### config.mk
export PLATFORM = sky130hd
export DESIGN_NAME = modbus_rtu_single_register_framer_top
export DESIGN_NICKNAME = d
export VERILOG_FILES = /design/src/rtl/core/mbrtu_pkg.sv /design/src/rtl/core/mbrtu_front.sv /design/src/rtl/core/mbrtu_queue.sv /design/src/rtl/core/mbrtu_back.sv /design/src/rtl/core/modbus_rtu_single_register_framer_top.sv
export VERILOG_INCLUDE_DIRS = /design/src /design/src/rtl/core
export SDC_FILE = /design/constraint.sdc
export NUM_CORES = 1
export LEC_CHECK = 0
export ABC_AREA = 0
export BUFFER_PORTS_ARGS = -buffer_cell sky130_fd_sc_hd__buf_2
export CAP_MARGIN = 5
export CORE_ASPECT_RATIO = 0.9
export CORE_MARGIN = 2
export CORE_UTILIZATION = 60
export DETAILED_ROUTE_END_ITERATION = 8
export PLACE_DENSITY_LB_ADDON = 0.3
export SLEW_MARGIN = 20
export SYNTH_ARGS = -nofsm -noshare
export SYNTH_HDL_FRONTEND = slang
export SYNTH_SLANG_ARGS = --single-unit
### constraint.sdc
create_clock -name i_clk -period 18.8 [get_ports i_clk]
set_input_delay 3.76 -clock i_clk [delete_from_list [all_inputs] [get_ports i_clk]]
set_output_delay 3.76 -clock i_clk [all_outputs]
set_load 0.1 [all_outputs]
### src/rtl/core/modbus_rtu_single_register_framer_top_assert.svh
// Assertion macros used by the Modbus RTU framer top level.
`ifndef MODBUS_RTU_SINGLE_REGISTER_FRAMER_TOP_ASSERT_SVH
`define MODBUS_RTU_SINGLE_REGISTER_FRAMER_TOP_ASSERT_SVH

// Consequent must hold in the same cycle as the antecedent.
`define MBRTU_ASSERT_SAME(label, clk, rst_n, ante, cons, msg) \
    label: assert property (@(posedge clk) disable iff (!rst_n) (ante) |-> (cons)) \
        else $error(msg);

// Consequent must hold in the cycle after the antecedent.
`define MBRTU_ASSERT_NEXT(label, clk, rst_n, ante, cons, msg) \
    label: assert property (@(posedge clk) disable iff (!rst_n) (ante) |=> (cons)) \
        else $error(msg);

`endif

### src/rtl/core/mbrtu_pkg.sv
// Types, constants and the CRC step shared by the Modbus RTU framer modules.
package mbrtu_pkg;

    localparam int DATA_W = 56;

    localparam logic [7:0]  FC_READ       = 8'h03;
    localparam logic [7:0]  FC_WRITE      = 8'h06;
    localparam logic [15:0] READ_REG_MARK = 16'hFFFF;
    localparam logic [15:0] CRC_INIT      = 16'hFFFF;
    localparam logic [15:0] CRC_POLY      = 16'hA001;

    // Index of the final response byte for each expected reply.
    localparam logic [2:0] RX_LAST_WRITE = 3'd7;
    localparam logic [2:0] RX_LAST_READ  = 3'd6;

    // Transmit byte positions.
    localparam logic [2:0] TX_CRC_LO = 3'd6;
    localparam logic [2:0] TX_LAST   = 3'd7;

    localparam logic [1:0] QUEUE_DEPTH = 2'd2;

    typedef enum logic {
        MODE_SEND = 1'b0,
        MODE_RECV = 1'b1
    } t_mode;

    typedef enum logic {
        KIND_TX   = 1'b0,
        KIND_RESP = 1'b1
    } t_kind;

    typedef enum logic {
        BK_IDLE  = 1'b0,
        BK_FRAME = 1'b1
    } t_back_state;

    // One queued job: a request to transmit, or a parsed response to report.
    // flag is the write bit for a request and the ok bit for a response.
    typedef struct packed {
        t_kind       kind;
        logic [7:0]  slave;
        logic [15:0] addr_field;
        logic [15:0] val_field;
        logic        flag;
    } t_job;

    typedef struct packed {
        logic full;
        logic empty;
    } t_q_status;

    // One byte of CRC-16/Modbus, reflected polynomial.
    function automatic logic [15:0] crc_byte(input logic [15:0] crc_in, input logic [7:0] b);
        logic [15:0] c;
        c = crc_in ^ {8'h00, b};
        for (int k = 0; k < 8; k++) begin
            c = c[0] ? ((c >> 1) ^ CRC_POLY) : (c >> 1);
        end
        return c;
    endfunction

endpackage

### src/rtl/core/mbrtu_front.sv
// Front end: accepts input transactions, tracks the response parser and queues jobs.
module mbrtu_front
    import mbrtu_pkg::*;
(
    input  logic        i_clk,
    input  logic        i_rst_n,
    input  logic        i_valid,
    output logic        o_ready,
    input  logic        i_mode,
    input  logic [7:0]  i_slave_address,
    input  logic        i_function_code,
    input  logic [15:0] i_register_address,
    input  logic [15:0] i_value,
    input  logic [7:0]  i_rx_byte,
    input  t_q_status   i_q_stat,
    output logic        o_push,
    output t_job        o_push_job
);

    logic        r_expected_write, n_expected_write;
    logic [2:0]  r_rx_count, n_rx_count;
    logic [15:0] r_rx_crc, n_rx_crc;
    logic [7:0]  r_rx_slave, n_rx_slave;
    logic [7:0]  r_rx_function, n_rx_function;
    logic [15:0] r_rx_register, n_rx_register;
    logic [15:0] r_rx_value, n_rx_value;
    logic [7:0]  r_rx_check_lo, n_rx_check_lo;

    logic        accept;
    t_mode       mode;
    logic [2:0]  last_idx;
    logic        resp_ok;

    assign mode     = t_mode'(i_mode);
    assign o_ready  = !i_q_stat.full;
    assign accept   = i_valid && !i_q_stat.full;
    assign last_idx = r_expected_write ? RX_LAST_WRITE : RX_LAST_READ;

    // On the final byte only the high byte of the received CRC is new.
    assign resp_ok = (r_rx_function == (r_expected_write ? FC_WRITE : FC_READ)) &&
                     ({i_rx_byte, r_rx_check_lo} == r_rx_crc);

    always_comb begin
        n_expected_write = r_expected_write;
        n_rx_count       = r_rx_count;
        n_rx_crc         = r_rx_crc;
        n_rx_slave       = r_rx_slave;
        n_rx_function    = r_rx_function;
        n_rx_register    = r_rx_register;
        n_rx_value       = r_rx_value;
        n_rx_check_lo    = r_rx_check_lo;
        o_push           = 1'b0;
        o_push_job       = '0;

        if (accept) begin
            if (mode == MODE_SEND) begin
                o_push                = 1'b1;
                o_push_job.kind       = KIND_TX;
                o_push_job.slave      = i_slave_address;
                o_push_job.addr_field = i_register_address;
                o_push_job.val_field  = i_value;
                o_push_job.flag       = i_function_code;
                n_expected_write      = i_function_code;
                n_rx_count            = 3'd0;
                n_rx_crc              = CRC_INIT;
            end else begin
                if (r_rx_count < last_idx - 3'd1) begin
                    n_rx_crc = crc_byte(r_rx_crc, i_rx_byte);
                end

                if (r_rx_count == 3'd0) begin
                    n_rx_slave = i_rx_byte;
                end else if (r_rx_count == 3'd1) begin
                    n_rx_function = i_rx_byte;
                end else if (r_expected_write) begin
                    unique case (r_rx_count)
                        3'd2:    n_rx_register[15:8] = i_rx_byte;
                        3'd3:    n_rx_register[7:0]  = i_rx_byte;
                        3'd4:    n_rx_value[15:8]    = i_rx_byte;
                        3'd5:    n_rx_value[7:0]     = i_rx_byte;
                        3'd6:    n_rx_check_lo       = i_rx_byte;
                        default: ;
                    endcase
                end else begin
                    unique case (r_rx_count)
                        3'd3:    n_rx_value[15:8] = i_rx_byte;
                        3'd4:    n_rx_value[7:0]  = i_rx_byte;
                        3'd5:    n_rx_check_lo    = i_rx_byte;
                        default: ;
                    endcase
                end

                if (r_rx_count == last_idx) begin
                    o_push                = 1'b1;
                    o_push_job.kind       = KIND_RESP;
                    o_push_job.slave      = r_rx_slave;
                    o_push_job.addr_field = r_expected_write ? r_rx_register : READ_REG_MARK;
                    o_push_job.val_field  = r_rx_value;
                    o_push_job.flag       = resp_ok;
                    n_rx_count            = 3'd0;
                    n_rx_crc              = CRC_INIT;
                end else begin
                    n_rx_count = r_rx_count + 3'd1;
                end
            end
        end
    end

    always_ff @(posedge i_clk) begin
        if (!i_rst_n) begin
            r_expected_write <= 1'b0;
            r_rx_count       <= 3'd0;
            r_rx_crc         <= CRC_INIT;
        end else begin
            r_expected_write <= n_expected_write;
            r_rx_count       <= n_rx_count;
            r_rx_crc         <= n_rx_crc;
        end
    end

    always_ff @(posedge i_clk) begin
        r_rx_slave    <= n_rx_slave;
        r_rx_function <= n_rx_function;
        r_rx_register <= n_rx_register;
        r_rx_value    <= n_rx_value;
        r_rx_check_lo <= n_rx_check_lo;
    end

endmodule

### src/rtl/core/mbrtu_queue.sv
// Two-entry shifting job queue between the front end and the back end.
module mbrtu_queue
    import mbrtu_pkg::*;
(
    input  logic      i_clk,
    input  logic      i_rst_n,
    input  logic      i_push,
    input  t_job      i_push_job,
    input  logic      i_pop,
    output t_q_status o_stat,
    output t_job      o_head
);

    logic [1:0] r_count, n_count;
    t_job       r_slot0, n_slot0;
    t_job       r_slot1, n_slot1;
    logic [1:0] wr_idx;

    assign o_stat.full  = (r_count == QUEUE_DEPTH);
    assign o_stat.empty = (r_count == 2'd0);
    assign o_head       = r_slot0;
    assign wr_idx       = r_count - {1'b0, i_pop};

    always_comb begin
        n_slot0 = r_slot0;
        n_slot1 = r_slot1;
        if (i_pop) begin
            n_slot0 = r_slot1;
        end
        if (i_push) begin
            if (wr_idx == 2'd0) begin
                n_slot0 = i_push_job;
            end else begin
                n_slot1 = i_push_job;
            end
        end
        n_count = r_count + {1'b0, i_push} - {1'b0, i_pop};
    end

    always_ff @(posedge i_clk) begin
        if (!i_rst_n) begin
            r_count <= 2'd0;
        end else begin
            r_count <= n_count;
        end
    end

    always_ff @(posedge i_clk) begin
        r_slot0 <= n_slot0;
        r_slot1 <= n_slot1;
    end

endmodule

### src/rtl/core/mbrtu_back.sv
// Back end: serialises request frames with their CRC, passes parsed responses on and drives the output register.
module mbrtu_back
    import mbrtu_pkg::*;
(
    input  logic              i_clk,
    input  logic              i_rst_n,
    input  t_q_status         i_q_stat,
    input  t_job              i_head,
    output logic              o_pop,
    output logic              o_valid,
    input  logic              i_ready,
    output logic              o_kind,
    output logic              o_last,
    output logic [DATA_W-1:0] o_data
);

    t_back_state       r_state, n_state;
    t_job              r_job, n_job;
    logic [2:0]        r_idx, n_idx;
    logic [15:0]       r_crc, n_crc;
    logic              r_out_valid, n_out_valid;
    t_kind             r_out_kind, n_out_kind;
    logic              r_out_last, n_out_last;
    logic [DATA_W-1:0] r_out_data, n_out_data;

    logic              load;
    logic              framing;
    t_job              cur_job;
    logic [2:0]        cur_idx;
    logic [15:0]       cur_crc;
    logic [7:0]        tx_byte;

    assign load    = !r_out_valid || i_ready;
    assign framing = (r_state == BK_FRAME);
    assign cur_job = framing ? r_job : i_head;
    assign cur_idx = framing ? r_idx : 3'd0;
    assign cur_crc = framing ? r_crc : CRC_INIT;

    always_comb begin
        unique case (cur_idx)
            3'd0:    tx_byte = cur_job.slave;
            3'd1:    tx_byte = cur_job.flag ? FC_WRITE : FC_READ;
            3'd2:    tx_byte = cur_job.addr_field[15:8];
            3'd3:    tx_byte = cur_job.addr_field[7:0];
            3'd4:    tx_byte = cur_job.val_field[15:8];
            3'd5:    tx_byte = cur_job.val_field[7:0];
            3'd6:    tx_byte = cur_crc[7:0];
            default: tx_byte = cur_crc[15:8];
        endcase
    end

    always_comb begin
        n_state     = r_state;
        n_job       = r_job;
        n_idx       = r_idx;
        n_crc       = r_crc;
        n_out_valid = r_out_valid;
        n_out_kind  = r_out_kind;
        n_out_last  = r_out_last;
        n_out_data  = r_out_data;
        o_pop       = 1'b0;

        if (load) begin
            n_out_valid = 1'b0;
            if (framing || !i_q_stat.empty) begin
                o_pop = !framing;
                n_job = cur_job;
                if (!framing && (i_head.kind == KIND_RESP)) begin
                    n_out_valid = 1'b1;
                    n_out_kind  = KIND_RESP;
                    n_out_last  = 1'b0;
                    n_out_data  = {7'b0, i_head.flag, i_head.val_field,
                                   i_head.addr_field, i_head.slave, 8'h00};
                end else begin
                    n_out_valid = 1'b1;
                    n_out_kind  = KIND_TX;
                    n_out_last  = (cur_idx == TX_LAST);
                    n_out_data  = {48'b0, tx_byte};
                    n_crc       = (cur_idx < TX_CRC_LO) ? crc_byte(cur_crc, tx_byte) : cur_crc;
                    n_idx       = cur_idx + 3'd1;
                    n_state     = (cur_idx == TX_LAST) ? BK_IDLE : BK_FRAME;
                end
            end
        end
    end

    always_ff @(posedge i_clk) begin
        if (!i_rst_n) begin
            r_state     <= BK_IDLE;
            r_out_valid <= 1'b0;
        end else begin
            r_state     <= n_state;
            r_out_valid <= n_out_valid;
        end
    end

    always_ff @(posedge i_clk) begin
        r_job      <= n_job;
        r_idx      <= n_idx;
        r_crc      <= n_crc;
        r_out_kind <= n_out_kind;
        r_out_last <= n_out_last;
        r_out_data <= n_out_data;
    end

    assign o_valid = r_out_valid;
    assign o_kind  = r_out_kind;
    assign o_last  = r_out_last;
    assign o_data  = r_out_data;

endmodule

### src/rtl/core/modbus_rtu_single_register_framer_top.sv
// Top level of the Modbus RTU single-register request framer and response parser.
//
// Input stream (s side): each transaction is either a request (tuser = 0) carrying the
// slave address, function (read 03 or write 06), register address and value, or one
// received response byte (tuser = 1). Output stream (m side): a request becomes eight
// transmit-byte transactions (tuser = 0), the eighth flagged by tlast, ending with the
// CRC-16/Modbus low then high byte. A completed response (8 bytes after a write, 7 after
// a read) becomes one transaction (tuser = 1) with slave, register, value and ok.
// The front end parses received bytes and queues jobs in a two-entry queue; the back end
// serialises frames. An accepted item is written into the queue, and its first output is
// then loaded from the queue head into the output register, from which it can be taken.
// The back end sends a request one byte per cycle while tready is high, the CRC updated
// byte by byte; received bytes can arrive back to back while the input tready is high.
// A request restarts the response parser. A synchronous active-low reset empties the queue
// and the output register and makes the parser expect a read reply. If the receiver holds
// tready low, the output register holds its transaction, the queue fills and then the input
// tready falls; nothing is lost.
`include "modbus_rtu_single_register_framer_top_assert.svh"

module modbus_rtu_single_register_framer_top
    import mbrtu_pkg::*;
(
    input  logic              i_clk,
    input  logic              i_rst_n,
    input  logic              i_s_tvalid,
    output logic              o_s_tready,
    // [7:0] slave_address, [8] function_code, [24:9] register_address,
    // [40:25] value, [48:41] rx_byte, [55:49] zero
    input  logic [DATA_W-1:0] i_s_tdata,
    // [0] mode
    input  logic              i_s_tuser,
    output logic              o_m_tvalid,
    input  logic              i_m_tready,
    // [7:0] tx_byte, [15:8] resp_slave, [31:16] resp_register,
    // [47:32] resp_value, [48] ok, [55:49] zero
    output logic [DATA_W-1:0] o_m_tdata,
    // [0] kind
    output logic              o_m_tuser,
    output logic              o_m_tlast
);

    t_q_status w_q_stat;
    t_job      w_push_job;
    t_job      w_head;
    logic      w_push;
    logic      w_pop;
    logic      w_tx_mid_taken;
    logic      w_resp_valid;
    logic      w_resp_clean;

    // Front end: classifies each transaction, runs the response parser.
    mbrtu_front u_front (
        .i_clk              (i_clk),
        .i_rst_n            (i_rst_n),
        .i_valid            (i_s_tvalid),
        .o_ready            (o_s_tready),
        .i_mode             (i_s_tuser),
        .i_slave_address    (i_s_tdata[7:0]),
        .i_function_code    (i_s_tdata[8]),
        .i_register_address (i_s_tdata[24:9]),
        .i_value            (i_s_tdata[40:25]),
        .i_rx_byte          (i_s_tdata[48:41]),
        .i_q_stat           (w_q_stat),
        .o_push             (w_push),
        .o_push_job         (w_push_job)
    );

    // Queue decoupling the parser from the frame serialiser.
    mbrtu_queue u_queue (
        .i_clk      (i_clk),
        .i_rst_n    (i_rst_n),
        .i_push     (w_push),
        .i_push_job (w_push_job),
        .i_pop      (w_pop),
        .o_stat     (w_q_stat),
        .o_head     (w_head)
    );

    // Back end: emits transmit bytes and parsed responses through the output register.
    mbrtu_back u_back (
        .i_clk    (i_clk),
        .i_rst_n  (i_rst_n),
        .i_q_stat (w_q_stat),
        .i_head   (w_head),
        .o_pop    (w_pop),
        .o_valid  (o_m_tvalid),
        .i_ready  (i_m_tready),
        .o_kind   (o_m_tuser),
        .o_last   (o_m_tlast),
        .o_data   (o_m_tdata)
    );

    // A non-final transmit byte taken by the receiver, and a valid parsed response.
    assign w_tx_mid_taken = o_m_tvalid && i_m_tready && (o_m_tuser == KIND_TX) && !o_m_tlast;
    assign w_resp_valid   = o_m_tvalid && (o_m_tuser == KIND_RESP);
    assign w_resp_clean   = (o_m_tdata[7:0] == 8'h00) && !o_m_tlast;

    // A queue cannot be full and empty at once.
    `MBRTU_ASSERT_SAME(a_queue_state, i_clk, i_rst_n, w_q_stat.full, !w_q_stat.empty, "queue full")

    // Once a non-final transmit byte is taken, the next byte of the frame follows at once.
    `MBRTU_ASSERT_NEXT(a_frame_no_gap, i_clk, i_rst_n, w_tx_mid_taken, o_m_tvalid, "frame gap")

    // A parsed response carries no transmit byte and no frame end.
    `MBRTU_ASSERT_SAME(a_resp_clean, i_clk, i_rst_n, w_resp_valid, w_resp_clean, "dirty response")

endmodule
==> results.py <==
metrics = {
    "global_routing": {
        "antenna_found_initial": 1,
        "first_global_vias": 7557,
        "track_usage_pct": 24.6,
        "grt_pass1_wl_um": 41300,
        "grt-ovfl-total": 0,
        "grt_max_degree": 84,
    },
    "sta": {
        "finalSetupViolCount": 0,
        "skew_ps": 18.0,
        "holdWs_ps": 533,
        "slew_viol_final": 0,
        "post-route-period-util_pct": 32.7,
        "rsz0062_at_grt": "no",
        "relSlewSlack_pct": 28.7,
        "fin_tns_setup_ps": 0,
        "hold_viol_final": 0,
        "clock.fmax_mhz": 163,
        "worst_pin_slew_ps": 1060,
        "period_needed_ps": 6140,
    },
    "place": {
        "gp_congestion": 0.887,
        "place_inst": 1302,
        "dp_hpwl_um": 17400,
        "numPortBuffers": 106,
    },
    "job": {
        "cap_violations": 0,
    },
    "yosys": {
        "synth-edff-count": 209,
        "yosysWarningCount": 0,
        "synth.most_common_cell": "edfxtp_1",
        "synth_cells": 990,
        "yosysTopAreaCell": "edfxtp_1",
        "async_reset_ff_share_pct": 0,
        "synth_top_area_share_pct": 51.3,
        "synth.area.top_cells": "edfxtp_1 51%, dfxtp_1 11%, mux2i_1 4.1%",
        "synth-seq-cells": 275,
        "ys_seq_area_share_pct": 62.1,
        "ys_types": 65,
        "synth_top_flop_cell": "edfxtp_1",
        "syn-cell-area_mm2": 0.0122,
        "synth_common_cells": "209 x edfxtp_1, 117 x nand2_1, 85 x o21ai_0",
        "avgSynthCellArea_um2": 12.4,
    },
    "setup_path": {
        "criticalPathCategory": "input pin to register",
        "r2r_slack_ps": 13850,
        "cp_data_arrival_time_ps": 6540,
        "reg2reg_to": "u_back.r_crc[0]$_DFFE_PP_",
        "crit_chain": "buf_2, nor2b_1, nor3_2, buf_4, ha_1, inv_1, nor2_1, and3_2, buf_4, o21ai_0",
        "slowest_delay_ps": 560,
        "required_ps": 19190,
        "crit_top_cell": "buf_4",
        "rr_startpoint": "u_back.framing$_SDFFE_PN0P_",
        "cp-end-kind": "register",
        "cpMaxStageDelayCell": "buf_4",
        "path_max_fanout": 83,
        "worstRegToRegCells": 10,
        "crit_family": "buffers and inverters",
        "crit_buf_inv": 4,
        "critPathLaunchType": "input pin",
    },
    "clock_tree": {
        "cts.clk_slew.worst_paths_ps": 60,
        "root_buffer": "clkbuf_16",
        "cts_resized": 0,
        "cts_tree": "yes",
        "post_cts_buffers": 0,
        "cts.sinks": 275,
        "numCtsBuffers": 28,
        "clock_latency_ps": 550,
        "ctsHoldBuffers": 0,
        "htree_levels": 1,
        "clock_path_buffers": 3,
    },
    "routing": {
        "initialDrtViolationCount": 723,
        "wl_per_cell_um": 19.5,
        "first_pass_iters": 7,
        "viasPerCell": 5.81,
        "ant_nets": 0,
        "dr_total_vias": 7857,
        "drc": 0,
        "wl_um": 26500,
    },
    "worst_hold_path": {
        "whs_endpoint": "u_queue.o_head[23]$_DFF_P_",
        "holdPathStages": 2,
        "hold_class": "register to register",
        "min-delay-start": "u_queue.r_slot1[23]$_DFFE_PP_",
    },
    "cells_and_area": {
        "drive_gt1_share_pct": 19.8,
        "fin_cells": 1353,
        "fin_nets": 1149,
        "fillers": 1439,
        "areaGrowthSynthToFinish_pct": 13.4,
        "antennaDiodeCount": 0,
    },
    "die": {
        "core_mm2": 0.0200,
        "dieArea_mm2": 0.0216,
        "die_y_um": 139,
        "start_util_pct": 61.2,
        "io_pins": 121,
        "die_w_um": 155,
        "fp-row-count": 49,
    },
    "outcome": {
        "status": "finished, final reports clean",
    },
}
==> final cells by class <==
class | count | area, um^2 | area share (%)
flip-flops and latches | 275 | 7600 | 54.8
multi-input cells | 636 | 4330 | 31.2
clock buffers | 38 | 788 | 5.68
repair buffers | 117 | 613 | 4.42
well taps | 255 | 319 | 2.30
clock inverters | 13 | 153 | 1.10
inverters | 19 | 71.3 | 0.514
==> worst register-to-register path: stages (launching register included) <==
cell,delay [ps]
dfxtp_2,940
inv_1,520
nor2_1,330
inv_1,70
ha_1,390
nand4b_1,630
o21ai_0,630
xnor3_1,310
xnor3_2,440
xnor3_1,370
a21oi_1,60
==> cell usage in the layout, fill, tap and decap left out, drive strengths merged, types with 3 or more instances in the layout <==
cell	instances
edfxtp	209
nand2	117
buf	117
o21ai	87
dfxtp	66
mux2i	50
and2	48
nor2	45
mux2	43
clkbuf	38
xnor2	35
xor2	26
a22o	25
inv	19
nand3	18
a21oi	15
nor2b	14
ha	11
clkinv	10
a31oi	9
nor3	8
nor3b	7
conb	7
o22ai	6
nand2b	5
nor4	5
and3	5
o21a	3
o211ai	3
nand3b	3
bufinv	3
a22oi	3
xnor3	3
a211oi	3
==> cell families (layout without fill, tap and decap cells) <==
kind of cell             count (synthesis)  in the layout  synth area share [%]
AND/OR/NAND/NOR                        286            286                  11.3
flip-flops                             275            275                  62.1
AO/OA/AOI/OAI                          174            174                  9.22
multiplexers                            94             94                  8.29
buffers and inverters                   85            187                  3.02
XOR/XNOR                                64             64                  4.93
adder cells (fa/ha/maj)                 11             11                  1.12
other                                    1              7                0.0306
==> sequential cells by signal, indices dropped and copies added, names as in the netlist <==
| name | count |
|---|---|
| u_back.r_job | 41 |
| u_back.framing | 1 |
| u_front.r_rx_check_lo | 8 |
| u_front.r_rx_register | 16 |
| u_back.r_crc | 16 |
| u_back.o_last | 1 |
| u_back.r_idx | 3 |
| u_queue.r_slot1 | 42 |
| u_front.r_expected_write | 1 |
| u_front.r_rx_crc | 16 |
| u_front.r_rx_value | 16 |
| u_queue.r_count | 2 |
| u_queue.o_head | 42 |
| u_back.o_valid | 1 |
| u_back.o_kind | 1 |
| u_front.r_rx_function | 8 |
| u_front.r_rx_count | 3 |
| u_front.r_rx_slave | 8 |
| u_back.o_data | 49 |
==> through the flow <==
stage	setup slack [ps]	instance area, um^2	utilization [%]
final	12660	13900	69.4
after detailed placement	12110	12900	64.7
after global placement	12210	12900	64.7
after floorplan	10260	12300	-
after CTS	12660	13900	69.4
after global routing	12390	13900	69.4
==> how the worst max path moves through the flow <==
stage | cells after the start | start | to
final | 10 | i_m_tready | u_queue.o_head[39]$_DFF_P_
after floorplan | 8 | i_m_tready | u_queue.r_slot1[0]$_DFFE_PP_
after CTS | 10 | i_m_tready | u_queue.o_head[30]$_DFF_P_
after global placement | 10 | i_m_tready | u_queue.o_head[16]$_DFF_P_
after global routing | 10 | i_m_tready | u_queue.o_head[33]$_DFF_P_
after detailed placement | 10 | i_m_tready | u_queue.o_head[39]$_DFF_P_
==> layer usage <==
layer | track usage (%) | vias to the layer above | routed length, um
li1 | - | 3753 | -
met1 | 34.9 | 3772 | 11500
met2 | 39.9 | 291 | 12600
met3 | 4.52 | 41 | 1740
met4 | 6.14 | 0 | 593
met5 | 0 | - | 0
Power is left out: the tool's default activity adds up to more than one toggle a clock period on the data nets, which glitch-free logic cannot reach.
